File: src/rtl/nvcb_pkg.sv
// Shared types and constants of the NVMe I/O command builder.
`default_nettype none

package nvcb_pkg;

  // Field widths fixed by the command format.
  localparam int unsigned TAIL_W     = 16;
  localparam int unsigned SLOT_OUT_W = 6;
  localparam int unsigned COUNT_W    = 7;
  localparam int unsigned PSH_W      = 5;
  localparam int unsigned SSH_W      = 4;
  localparam int unsigned CFG_IDX_W  = 2;
  localparam int unsigned CFG_DATA_W = 5;

  // NVMe I/O opcodes.
  localparam logic [1:0] OPC_WRITE = 2'h1;
  localparam logic [1:0] OPC_READ  = 2'h2;

  // Configuration register indexes.
  localparam logic [CFG_IDX_W-1:0] CFG_PAGE_SHIFT   = 2'd0;
  localparam logic [CFG_IDX_W-1:0] CFG_SECTOR_SHIFT = 2'd1;

  // Reset values of the configuration registers.
  localparam logic [PSH_W-1:0] PAGE_SHIFT_RST   = 5'd12;
  localparam logic [SSH_W-1:0] SECTOR_SHIFT_RST = 4'd9;

  typedef enum logic [1:0] {
    ST_IDLE = 2'b01,
    ST_RUN  = 2'b10
  } state_t;

  // Commands from the controller to the datapath.
  typedef struct packed {
    logic load;   // capture an accepted request into the working registers
    logic issue;  // build one command into the output register and advance
  } dp_cmd_t;

  // Status from the datapath to the controller.
  typedef struct packed {
    logic req_ok;    // the request at the input yields at least one command
    logic last_cmd;  // the command being built finishes the request
  } dp_stat_t;

endpackage

`default_nettype wire

File: src/rtl/nvcb_ctrl.sv
// Controller state machine of the NVMe I/O command builder.
`default_nettype none

module nvcb_ctrl (
  input  wire logic               clk,
  input  wire logic               rst_n,
  input  wire logic               in_valid,
  output logic                    in_ready,
  output logic                    out_valid,
  input  wire logic               out_ready,
  input  wire nvcb_pkg::dp_stat_t stat,
  output nvcb_pkg::dp_cmd_t       cmd
);

  nvcb_pkg::state_t state_r, state_nxt;
  logic out_valid_r, out_valid_nxt;

  always_comb begin
    in_ready  = (state_r == nvcb_pkg::ST_IDLE);
    cmd.load  = in_valid && in_ready && stat.req_ok;
    cmd.issue = (state_r == nvcb_pkg::ST_RUN) && (!out_valid_r || out_ready);
    out_valid = out_valid_r;
  end

  always_comb begin
    state_nxt = state_r;
    unique case (state_r)
      nvcb_pkg::ST_IDLE: begin
        if (cmd.load) begin
          state_nxt = nvcb_pkg::ST_RUN;
        end
      end
      nvcb_pkg::ST_RUN: begin
        if (cmd.issue && stat.last_cmd) begin
          state_nxt = nvcb_pkg::ST_IDLE;
        end
      end
      default: begin
        state_nxt = nvcb_pkg::ST_IDLE;
      end
    endcase
  end

  always_comb begin
    if (cmd.issue) begin
      out_valid_nxt = 1'b1;
    end else if (out_ready) begin
      out_valid_nxt = 1'b0;
    end else begin
      out_valid_nxt = out_valid_r;
    end
  end

  always_ff @(posedge clk) begin
    if (!rst_n) begin
      state_r     <= nvcb_pkg::ST_IDLE;
      out_valid_r <= 1'b0;
    end else begin
      state_r     <= state_nxt;
      out_valid_r <= out_valid_nxt;
    end
  end

endmodule

`default_nettype wire

File: src/rtl/nvcb_dp.sv
// Datapath of the NVMe I/O command builder: working registers, PRP math, output register.
`default_nettype none

module nvcb_dp #(
  parameter int unsigned QUEUE_DEPTH = 64,
  parameter int unsigned MAX_BLOCKS  = 64
) (
  input  wire logic                                clk,
  input  wire logic                                rst_n,
  input  wire logic                                cfg_we,
  input  wire logic [nvcb_pkg::CFG_IDX_W-1:0]      cfg_index,
  input  wire logic [nvcb_pkg::CFG_DATA_W-1:0]     cfg_wdata,
  input  wire logic                                in_is_write,
  input  wire logic [31:0]                         in_namespace_id,
  input  wire logic [63:0]                         in_buffer_addr,
  input  wire logic [63:0]                         in_start_lba,
  input  wire logic [nvcb_pkg::COUNT_W-1:0]        in_block_count,
  input  wire nvcb_pkg::dp_cmd_t                   cmd,
  output nvcb_pkg::dp_stat_t                       stat,
  output logic [1:0]                               out_opcode,
  output logic [nvcb_pkg::TAIL_W-1:0]              out_command_id,
  output logic [nvcb_pkg::SLOT_OUT_W-1:0]          out_queue_slot,
  output logic [31:0]                              out_cmd_namespace,
  output logic [63:0]                              out_prp_first,
  output logic [63:0]                              out_prp_second,
  output logic [63:0]                              out_cmd_lba,
  output logic [5:0]                               out_blocks_minus_one,
  output logic                                     out_more_follows,
  output logic                                     out_last
);

  localparam int unsigned SLOT_W = (QUEUE_DEPTH > 1) ? $clog2(QUEUE_DEPTH) : 1;
  localparam logic [SLOT_W-1:0] SLOT_MAX = SLOT_W'(QUEUE_DEPTH - 1);
  localparam int unsigned CW = nvcb_pkg::COUNT_W;

  // Configuration.
  logic [nvcb_pkg::PSH_W-1:0] psh_r;
  logic [nvcb_pkg::SSH_W-1:0] ssh_r;

  // Tail counter and its value modulo the queue depth, kept in step.
  logic [nvcb_pkg::TAIL_W-1:0] tail_r, tail_nxt;
  logic [SLOT_W-1:0]           slot_r, slot_nxt;

  // Working registers of the request being split.
  logic          wr_r;
  logic [31:0]   ns_r;
  logic [63:0]   p_r, lba_r;
  logic [CW-1:0] rem_r;

  // Per-command arithmetic.
  logic [31:0]   ps;
  logic [31:0]   off;
  logic [32:0]   room;
  logic [32:0]   span;
  logic [32:0]   m;
  logic [CW-1:0] n;
  logic [21:0]   len;
  logic          spill;

  always_comb begin
    ps    = 32'(1) << psh_r;
    off   = p_r[31:0] & (ps - 32'd1);
    room  = {1'b0, ps} - {1'b0, off};
    span  = {ps, 1'b0} - {1'b0, off};
    m     = span >> ssh_r;
    if (m == 33'd0) begin
      n = CW'(1);
    end else if (m >= {{(33-CW){1'b0}}, rem_r}) begin
      n = rem_r;
    end else begin
      n = m[CW-1:0];
    end
    len   = 22'(n) << ssh_r;
    spill = {11'd0, len} > room;

    stat.req_ok   = (in_block_count != '0) && (in_block_count <= CW'(MAX_BLOCKS));
    stat.last_cmd = (rem_r == n);
  end

  always_comb begin
    tail_nxt = tail_r + 16'd1;
    if (tail_r == {nvcb_pkg::TAIL_W{1'b1}} || slot_r == SLOT_MAX) begin
      slot_nxt = '0;
    end else begin
      slot_nxt = slot_r + SLOT_W'(1);
    end
  end

  always_ff @(posedge clk) begin
    if (!rst_n) begin
      psh_r  <= nvcb_pkg::PAGE_SHIFT_RST;
      ssh_r  <= nvcb_pkg::SECTOR_SHIFT_RST;
      tail_r <= '0;
      slot_r <= '0;
    end else begin
      if (cfg_we) begin
        unique case (cfg_index)
          nvcb_pkg::CFG_PAGE_SHIFT:   psh_r <= cfg_wdata;
          nvcb_pkg::CFG_SECTOR_SHIFT: ssh_r <= cfg_wdata[nvcb_pkg::SSH_W-1:0];
          default: ;
        endcase
      end
      if (cmd.issue) begin
        tail_r <= tail_nxt;
        slot_r <= slot_nxt;
      end
    end
  end

  always_ff @(posedge clk) begin
    if (cmd.load) begin
      wr_r  <= in_is_write;
      ns_r  <= in_namespace_id;
      p_r   <= in_buffer_addr;
      lba_r <= in_start_lba;
      rem_r <= in_block_count;
    end else if (cmd.issue) begin
      p_r   <= p_r + 64'(len);
      lba_r <= lba_r + 64'(n);
      rem_r <= rem_r - n;
    end
  end

  always_ff @(posedge clk) begin
    if (cmd.issue) begin
      out_opcode           <= wr_r ? nvcb_pkg::OPC_WRITE : nvcb_pkg::OPC_READ;
      out_command_id       <= tail_r;
      out_queue_slot       <= nvcb_pkg::SLOT_OUT_W'(slot_r);
      out_cmd_namespace    <= ns_r;
      out_prp_first        <= p_r;
      out_prp_second       <= spill ? (p_r + 64'(room)) : 64'd0;
      out_cmd_lba          <= lba_r;
      out_blocks_minus_one <= 6'(n - CW'(1));
      out_more_follows     <= (rem_r != n);
      out_last             <= (rem_r == n);
    end
  end

endmodule

`default_nettype wire

File: src/rtl/nvme_io_command_builder.sv
// Top level of the NVMe I/O command builder: controller, datapath and checks.
`default_nettype none

// This block splits one block read or write request into NVMe read or write
// submission entries, each one result beat. A request is accepted when the
// block is idle; it then issues one command per cycle while the result side
// takes beats, keeping the input closed until its last command (of up to 64)
// is built, as its single set of working registers (address, block address,
// remaining count) is updated once per command. The next request can be taken
// in the cycle after that, while that command still waits in the output
// register. A command covers at most the rest of the current page and one
// whole page, or one block if that is wider: prp_first is the current address
// and prp_second the next page boundary, or zero when the data fits in the
// current page. Requests of zero blocks or of more than MAX_BLOCKS blocks are
// consumed and give no beats. Command ids come from a 16-bit tail counter that
// rises by one per command; the queue slot is that counter modulo QUEUE_DEPTH.
// The user must write the page and sector shift registers through the
// configuration port only while idle; the block does not enforce it. Used as written.

module nvme_io_command_builder #(
  parameter int unsigned QUEUE_DEPTH = 64,
  parameter int unsigned MAX_BLOCKS  = 64
) (
  input  wire logic                                clk,
  input  wire logic                                rst_n,
  input  wire logic                                cfg_we,
  input  wire logic [nvcb_pkg::CFG_IDX_W-1:0]      cfg_index,
  input  wire logic [nvcb_pkg::CFG_DATA_W-1:0]     cfg_wdata,
  input  wire logic                                in_valid,
  output logic                                     in_ready,
  input  wire logic                                in_is_write,
  input  wire logic [31:0]                         in_namespace_id,
  input  wire logic [63:0]                         in_buffer_addr,
  input  wire logic [63:0]                         in_start_lba,
  input  wire logic [nvcb_pkg::COUNT_W-1:0]        in_block_count,
  output logic                                     out_valid,
  input  wire logic                                out_ready,
  output logic [1:0]                               out_opcode,
  output logic [nvcb_pkg::TAIL_W-1:0]              out_command_id,
  output logic [nvcb_pkg::SLOT_OUT_W-1:0]          out_queue_slot,
  output logic [31:0]                              out_cmd_namespace,
  output logic [63:0]                              out_prp_first,
  output logic [63:0]                              out_prp_second,
  output logic [63:0]                              out_cmd_lba,
  output logic [5:0]                               out_blocks_minus_one,
  output logic                                     out_more_follows,
  output logic                                     out_last
);

  nvcb_pkg::dp_cmd_t  dp_cmd;
  nvcb_pkg::dp_stat_t dp_stat;

  // The controller owns the handshake and the output valid flag.
  nvcb_ctrl u_ctrl (
    .clk       (clk),
    .rst_n     (rst_n),
    .in_valid  (in_valid),
    .in_ready  (in_ready),
    .out_valid (out_valid),
    .out_ready (out_ready),
    .stat      (dp_stat),
    .cmd       (dp_cmd)
  );

  // The datapath holds configuration, the tail counter, the working
  // registers of the request and the output payload register.
  nvcb_dp #(
    .QUEUE_DEPTH (QUEUE_DEPTH),
    .MAX_BLOCKS  (MAX_BLOCKS)
  ) u_dp (
    .clk                  (clk),
    .rst_n                (rst_n),
    .cfg_we               (cfg_we),
    .cfg_index            (cfg_index),
    .cfg_wdata            (cfg_wdata),
    .in_is_write          (in_is_write),
    .in_namespace_id      (in_namespace_id),
    .in_buffer_addr       (in_buffer_addr),
    .in_start_lba         (in_start_lba),
    .in_block_count       (in_block_count),
    .cmd                  (dp_cmd),
    .stat                 (dp_stat),
    .out_opcode           (out_opcode),
    .out_command_id       (out_command_id),
    .out_queue_slot       (out_queue_slot),
    .out_cmd_namespace    (out_cmd_namespace),
    .out_prp_first        (out_prp_first),
    .out_prp_second       (out_prp_second),
    .out_cmd_lba          (out_cmd_lba),
    .out_blocks_minus_one (out_blocks_minus_one),
    .out_more_follows     (out_more_follows),
    .out_last             (out_last)
  );

  // The slot counter must track the tail counter modulo the queue depth.
  a_slot_matches_id: assert property (@(posedge clk) disable iff (!rst_n)
    out_valid |-> out_queue_slot == nvcb_pkg::SLOT_OUT_W'(out_command_id % QUEUE_DEPTH))
    else $error("queue slot does not match command id");

  // Exactly one of the more-follows hint and the last flag is set on a beat.
  a_last_xor_more: assert property (@(posedge clk) disable iff (!rst_n)
    out_valid |-> (out_last != out_more_follows))
    else $error("last and more_follows disagree");

  // A request that yields commands closes the input after it is taken.
  a_busy_after_take: assert property (@(posedge clk) disable iff (!rst_n)
    (in_valid && in_ready && in_block_count != '0 &&
     in_block_count <= nvcb_pkg::COUNT_W'(MAX_BLOCKS)) |=> !in_ready)
    else $error("input not closed after a non-empty request");

endmodule

`default_nettype wire

File: config.mk
export PLATFORM = sky130hd
export DESIGN_NAME = nvme_io_command_builder
export DESIGN_NICKNAME = d
export VERILOG_FILES = /design/src/rtl/nvcb_pkg.sv /design/src/rtl/nvcb_ctrl.sv /design/src/rtl/nvcb_dp.sv /design/src/rtl/nvme_io_command_builder.sv
export SDC_FILE = /design/constraint.sdc
export NUM_CORES = 1
export LEC_CHECK = 0
export ABC_AREA = 0
export ABC_CLOCK_PERIOD_IN_PS = 33700
export BUFFER_PORTS_ARGS = -buffer_cell sky130_fd_sc_hd__buf_2
export CORE_AREA = 2 2 226 228
export DETAILED_ROUTE_END_ITERATION = 6
export DIE_AREA = 0 0 228 230
export PLACE_DENSITY_LB_ADDON = 0.15
export SYNTH_ARGS = -nofsm -noshare
export SYNTH_HDL_FRONTEND = slang
export SYNTH_SLANG_ARGS = --single-unit
File: constraint.sdc
create_clock -name clk -period 33.7 [get_ports clk]
set_input_delay 6.74 -clock clk [delete_from_list [all_inputs] [get_ports clk]]
set_output_delay 6.74 -clock clk [all_outputs]
set_load 0.01 [all_outputs]
After elaboration in Yosys (flattened, before gate mapping)
Index checks and enable logic that the tools add are counted.
{"block": "totals", "regBits": 458, "latchBits": 0, "ramBits": 0, "mem_bits_ro": 0, "in_bits": 180, "out_inout_bits": 258, "word_cells": 78, "memories": 0}
{"block": "classes", "add_sub_neg": 10, "n_mul": 0, "n_div": 0, "n_lt_le_gt_ge": 3, "n_eq_ne": 9, "shift": 3, "muxes": 15, "n_bitwise": 1, "reduce_logical": 16}
{"operator": "two-way mux 64 bit", "n": 4}
{"operator": "adder 64 x 22 -> 64 bit", "n": 1}
{"operator": "adder 64 x 33 -> 64 bit", "n": 1}
{"operator": "adder 64 x 7 -> 64 bit", "n": 1}
{"operator": "greater-or-equal comparator 33 x 7 -> 1 bit", "n": 1}
{"operator": "greater-than comparator 22 x 33 -> 1 bit", "n": 1}
{"operator": "logical NOT 33 bit", "n": 1}
{"operator": ">> shifter 33 x 4 -> 33 bit", "n": 1}
{"operator": "subtractor 32 x 32 -> 33 bit", "n": 1}
{"operator": "subtractor 33 x 32 -> 33 bit", "n": 1}
{"operator": "bitwise AND 32 bit", "n": 1}
{"operator": "<< shifter 1 x 5 -> 32 bit, first input constant", "n": 1}
{"operator": "subtractor 32 x 1 -> 32 bit, second input constant", "n": 1}
{"operator": "two-way mux 7 bit", "n": 4}
{"operator": "<< shifter 7 x 4 -> 22 bit", "n": 1}
{"operator": "adder 16 x 1 -> 16 bit, second input constant", "n": 1}
{"operator": "== test 16 bit, second input constant", "n": 1}
{"operator": "== test 7 bit", "n": 1}
{"operator": "<= comparator 7 bit, second input constant", "n": 1}
{"operator": "!= test 7 bit", "n": 1}
{"operator": "nonzero test 7 bit", "n": 1}
{"operator": "subtractor 7 bit", "n": 1}
{"operator": "adder 6 x 1 -> 6 bit, second input constant", "n": 1}
{"operator": "== test 6 bit, second input constant", "n": 1}
{"operator": "other kinds (15)", "n": 27}

Longest topological paths before layout
{"block": "logic_depth", "word_depth": 12, "ltp_mapped": 56, "depth_no_buf": 50}

By module
Synthesis repeated with hierarchy kept, for this count alone.
{"block": "hier_totals", "hier_cells": 3104, "area_unflattened_um2": 29878.7}
{"mod": "nvcb_dp", "n_inst": 1, "cells_each": 3091, "area_each_um2": 29742.3, "seq_area_each_um2": 13352.8}
{"mod": "nvcb_ctrl", "n_inst": 1, "cells_each": 13, "area_each_um2": 136.4, "seq_area_each_um2": 60.1}

Least setup slack after synthesis
No wires, ideal clock.
{"block": "synth_path", "kind": "in2reg", "from": "in out_ready", "to": "reg u_dp.slot_r[5]", "setup_ns": 0.072, "arrival_time_ns": 15.905, "required_time_ns": 33.628, "path_slack_ns": 17.723, "cell_stages": 8, "n_path_buf": 2, "path_cell_list": "nand2b_1 > nand2b_1 > clkbuf_1 > inv_1 > clkbuf_1 > nand4_1 > or3_1 > a21oi_1"}
{"element": "start, declared", "line_no": "nvme_io_command_builder.sv:37", "rtl": "input wire logic out_ready,"}
{"element": "end signal, assigned", "line_no": "nvcb_dp.sv:105", "rtl": "slot_r <= slot_nxt;"}
{"element": "end, declared", "line_no": "nvcb_dp.sv:42", "rtl": "logic [SLOT_W-1:0] slot_r, slot_nxt;"}

Final worst setup path
{"block": "layout_path", "from": "reg u_dp.psh_r[3] (netlist name)", "to": "reg u_dp.out_prp_second[0], data pin"}
{"block": "layout_between", "elab_chain_len": 10, "elab_cells_between_ends": 13, "cone_classes": "add/sub (4); order compare (2); shift (3); mux (2); bitwise (1); reduce/logical (1)"}
{"element": "start, declared", "line_no": "nvcb_dp.sv:37", "rtl": "logic [nvcb_pkg::PSH_W-1:0] psh_r;"}
{"element": "start signal, assigned", "line_no": "nvcb_dp.sv:91", "rtl": "psh_r <= nvcb_pkg::PAGE_SHIFT_RST;"}
{"element": "start signal, assigned", "line_no": "nvcb_dp.sv:98", "rtl": "nvcb_pkg::CFG_PAGE_SHIFT: psh_r <= cfg_wdata;"}
{"element": "<< shifter 1 x 5 -> 32 bit *", "line_no": "nvcb_dp.sv:61", "rtl": "ps = 32'(1) << psh_r;"}
{"element": "subtractor 32 x 1 -> 32 bit", "line_no": "nvcb_dp.sv:62", "rtl": "off = p_r[31:0] & (ps - 32'd1);"}
{"element": "bitwise AND 32 bit", "line_no": "nvcb_dp.sv:62"}
{"element": "subtractor 33 x 32 -> 33 bit", "line_no": "nvcb_dp.sv:64", "rtl": "span = {ps, 1'b0} - {1'b0, off};"}
{"element": ">> shifter 33 x 4 -> 33 bit", "line_no": "nvcb_dp.sv:65", "rtl": "m = span >> ssh_r;"}
{"element": "greater-or-equal comparator 33 x 7 -> 1 bit", "line_no": "nvcb_dp.sv:68", "rtl": "end else if (m >= {{(33-CW){1'b0}}, rem_r}) begin"}
{"element": "two-way mux 7 bit", "line_no": "nvcb_dp.sv:68"}
{"element": "two-way mux 7 bit", "line_no": "nvcb_dp.sv:66", "rtl": "if (m == 33'd0) begin"}
{"element": "<< shifter 7 x 4 -> 22 bit", "line_no": "nvcb_dp.sv:73", "rtl": "len = 22'(n) << ssh_r;"}
{"element": "greater-than comparator 22 x 33 -> 1 bit", "line_no": "nvcb_dp.sv:74", "rtl": "spill = {11'd0, len} > room;"}
{"element": "end signal, assigned", "line_no": "nvcb_dp.sv:131", "rtl": "out_prp_second <= spill ? (p_r + 64'(room)) : 64'd0;"}
{"element": "end, declared", "line_no": "nvcb_dp.sv:25", "rtl": "output logic [63:0] out_prp_second,"}
Every way passes the cells marked *; elsewhere a longest branch is shown, timed or not.
A chain may end at the register's enable or synchronous reset.

==> summary.txt <==
Antenna violations before repair -> 6
Cts bufs inserted -> 49
Rows -> 82
Non-filler cells, final -> 4184
Post-synthesis xor/xnor area fraction -> 7.77%
Mean Syn Cell Area -> 9.59 µm²
Synth top area cells -> edfxtp_1, ha_1, nand2_1
Largest net degree at the start of global routing -> 111
Die area -> 52400 µm²
Global-route wire length before repair -> 142 mm
IO Count -> 438
Post-layout util -> 68.0%
Reg area -> 13400 µm²
Synth unique cells -> 107
Post-synth top cells -> edfxtp_1, nand2_1, nor2_1
Setup WS post-layout -> 20.05 ns
Die H -> 230 µm
Worst EP arrival -> 13.97 ns
Cell taking the most area after synthesis -> edfxtp_1
Crit Path Category -> reg -> reg
Pwr Density -> 47.2 nW/µm²
Mux cell area share after synthesis -> 1.73%
Max_cap viols -> 0
CP max FO -> 64
Dpl cell area -> 32300 µm²
Setup TNS Final -> 0 ns
Via count -> 26300
PortBufs -> 437
CTS tree -> yes
Cell with the most instances after synthesis -> edfxtp_1
Leakage power -> 13.5 nW
Detailed placement HPWL -> 70.3 mm
CTS Hold Bufs -> 0
Fin crit share -> 40.5%
Final Critical Period -> 13.65 ns
Antenna-violating nets left -> 0
DIE WIDTH -> 228 µm
Combinational power share -> 25.1%
GR Overflow Total -> 0
CTS Root Cell -> clkbuf_16
Share of the synthesized area in the top cell type -> 43.0%
Nets -> 3787
RSZ-0062 raised after global routing -> no
Maximum clock path buffer count -> 3
Post-Syn Instances -> 3088
Max Slew Vio Count -> 0
Area grow syn2layout -> 14.5%
Vias/cell -> 6.29
Slowest stage delay, CP -> 0.59 ns
Design area -> 33900 µm²
Post-CTS Resized -> 0
Clk_skew -> 0.0290 ns
Worst hold path type -> reg -> reg
Placeable Area -> 49900 µm²
Total GRT Usage -> 34.3%
Internal power -> 1.10 mW
Yosys Warn Count -> 0
DR WL/cell -> 22.3 µm
Failing checks -> design-rule violations
Final hold viol count -> 0
Status -> finished, violations left
Post-Synthesis Cell Area -> 29600 µm²
Pwr Total -> 1.60 mW
Starting DRC count in detailed routing -> 2952
Worst-Margin Slew -> 1.19 ns
Max Freq -> 73.3 MHz
First drt pass iteration count -> 7
Setup Buffers After CTS -> 0
Seq/Total Area, Yosys -> 45.3%
Clk_lat worst skew -> 0.61 ns
CP Launch Type -> register
Post-synthesis register bit count -> 458
Pre-CTS setup slack -> 20.38 ns
Compound-Gate Fraction of Synth Area -> 17.5%
CP max-delay cell -> o21ai_1
Ys async rst share -> 0%
Switching power -> 0.503 mW
Main combinational cell family by area after synthesis -> simple AND/OR/NAND/NOR gates
Clk sink count -> 458
Final setup viols -> 0
Relative slew slack -> 20.1%
Simple-Gate Fraction of Synth Area -> 18.3%
Fillers -> 3907
Endpoint type of the worst setup path -> register
Clock transition at path regs -> 0.06 ns
Adder-cell share of the synthesized area -> 6.13%
Multi-input logic area -> 15300 µm²
Routed WL -> 93.4 mm
Starting Density -> 59.4%
DRC -> 8
Placed Cells -> 4087
Layout cell share with drive strength beyond 1 -> 17.2%
Sequential share of power -> 41.8%
EDFF count, synth -> 424
Worst Hold Slack -> 0.416 ns
H-tree depth -> 2
Dominant synthesized flop cell -> edfxtp_1
GP Congestion -> 0.997
CP Data Required Time -> 34.02 ns
Clk pwr share -> 33.1%
Worst VDD drop -> 0.0000417 V
Number of global-route vias before repair -> 25000
Sw Ratio -> 31.4%
[area by class of cell]
type / count / area share [%]
repair buffers: 462 / 7.00
diodes: 6 / 0.0442
flip-flops and latches: 458 / 39.5
clock buffers: 65 / 3.82
clock inverters: 26 / 0.811
inverters: 116 / 1.32
well taps: 672 / 2.48
multi-input cells: 2379 / 45.0
[per-layer routing]
metal	share of wire (%)	global-route usage [%]	wire length (µm)
met5	0	0	0
met4	3.6	12.2	3370
met3	8.0	4.82	7460
met2	47	56.1	43900
met1	41	46.8	38700
[layout by cell type, fill, tap and decap left out, drive strengths merged, types with 21 or more instances in the layout]
master,synthesis,final
nand2,384,384
a31oi,25,25
xnor2,119,119
nand3,113,113
inv,112,118
clkbuf,107,65
buf,29,462
dfxtp,34,34
o21a,21,21
o21ai,221,221
a21o,46,46
and3,57,57
xor2,144,144
nor2b,26,26
a21oi,173,173
o211ai,37,37
or3,27,27
nand4,62,62
nor3,51,51
a211oi,33,33
nor4,23,23
nor2,284,284
nand2b,24,24
edfxtp,424,424
o21bai,28,28
ha,138,138
mux2i,32,32
and2,40,40
[worst max-delay path, delay by kind of cell, from the launching register on]
kind            cells  cell delay (ns)
buf+inv             3             0.71
xor+xnor            1             0.15
mux                 4             1.36
fa+ha+maj           4             1.58
simple gates       19             4.31
compound gates     17             4.62
flops               1             0.57
[power by group through the flow]
stage          clock network (mW)  registers [mW]  logic, mW
2_1_floorplan                   0           0.672      0.288
3_3_place_gp                    0           0.679      0.382
3_5_place_dp                    0           0.680      0.389
4_1_cts                     0.533           0.668      0.393
5_1_grt                     0.555           0.670      0.438
6_report                    0.529           0.669      0.402
[logic make-up (layout without fill, tap and decap cells)]
logic type,count (synthesis),in the layout
compound gates,776,776
xor+xnor,263,263
fa+ha+maj,144,144
buf+inv,252,669
flops,458,458
mux,44,44
other cells,1,8
simple gates,1150,1150
[flip-flops by register name, indices dropped and copies added, names as in the netlist]
name / flops
u_dp.out_opcode: 2
u_ctrl.state_r: 2
u_dp.out_more_follows: 1
u_dp.rem_r: 7
u_dp.out_last: 1
u_dp.slot_r: 6
u_ctrl.out_valid: 1
u_dp.out_prp_second: 64
u_dp.lba_r: 64
u_dp.psh_r: 5
u_dp.tail_r: 16
u_dp.ns_r: 32
u_dp.wr_r: 1
u_dp.out_queue_slot: 6
u_dp.out_command_id: 16
u_dp.out_blocks_minus_one: 6
u_dp.out_cmd_namespace: 32
u_dp.out_prp_first: 64
u_dp.p_r: 64
u_dp.ssh_r: 4
u_dp.out_cmd_lba: 64
[final timing paths]
| kind | slack, ns | to | depth (start not counted) | from |
|---|---|---|---|---|
| worst min-delay path | 0.42 | u_dp.out_cmd_namespace[30] | 0 | u_dp.ns_r[30] |
| worst max-delay path | 20.05 | u_dp.out_prp_second[0] | 48 | u_dp.psh_r[3] |
| worst min register to register | 0.42 | u_dp.out_cmd_namespace[30] | 0 | u_dp.ns_r[30] |
| worst max register to register | 20.05 | u_dp.out_prp_second[0] | 48 | u_dp.psh_r[3] |
(Power assumes the default switching activity.)
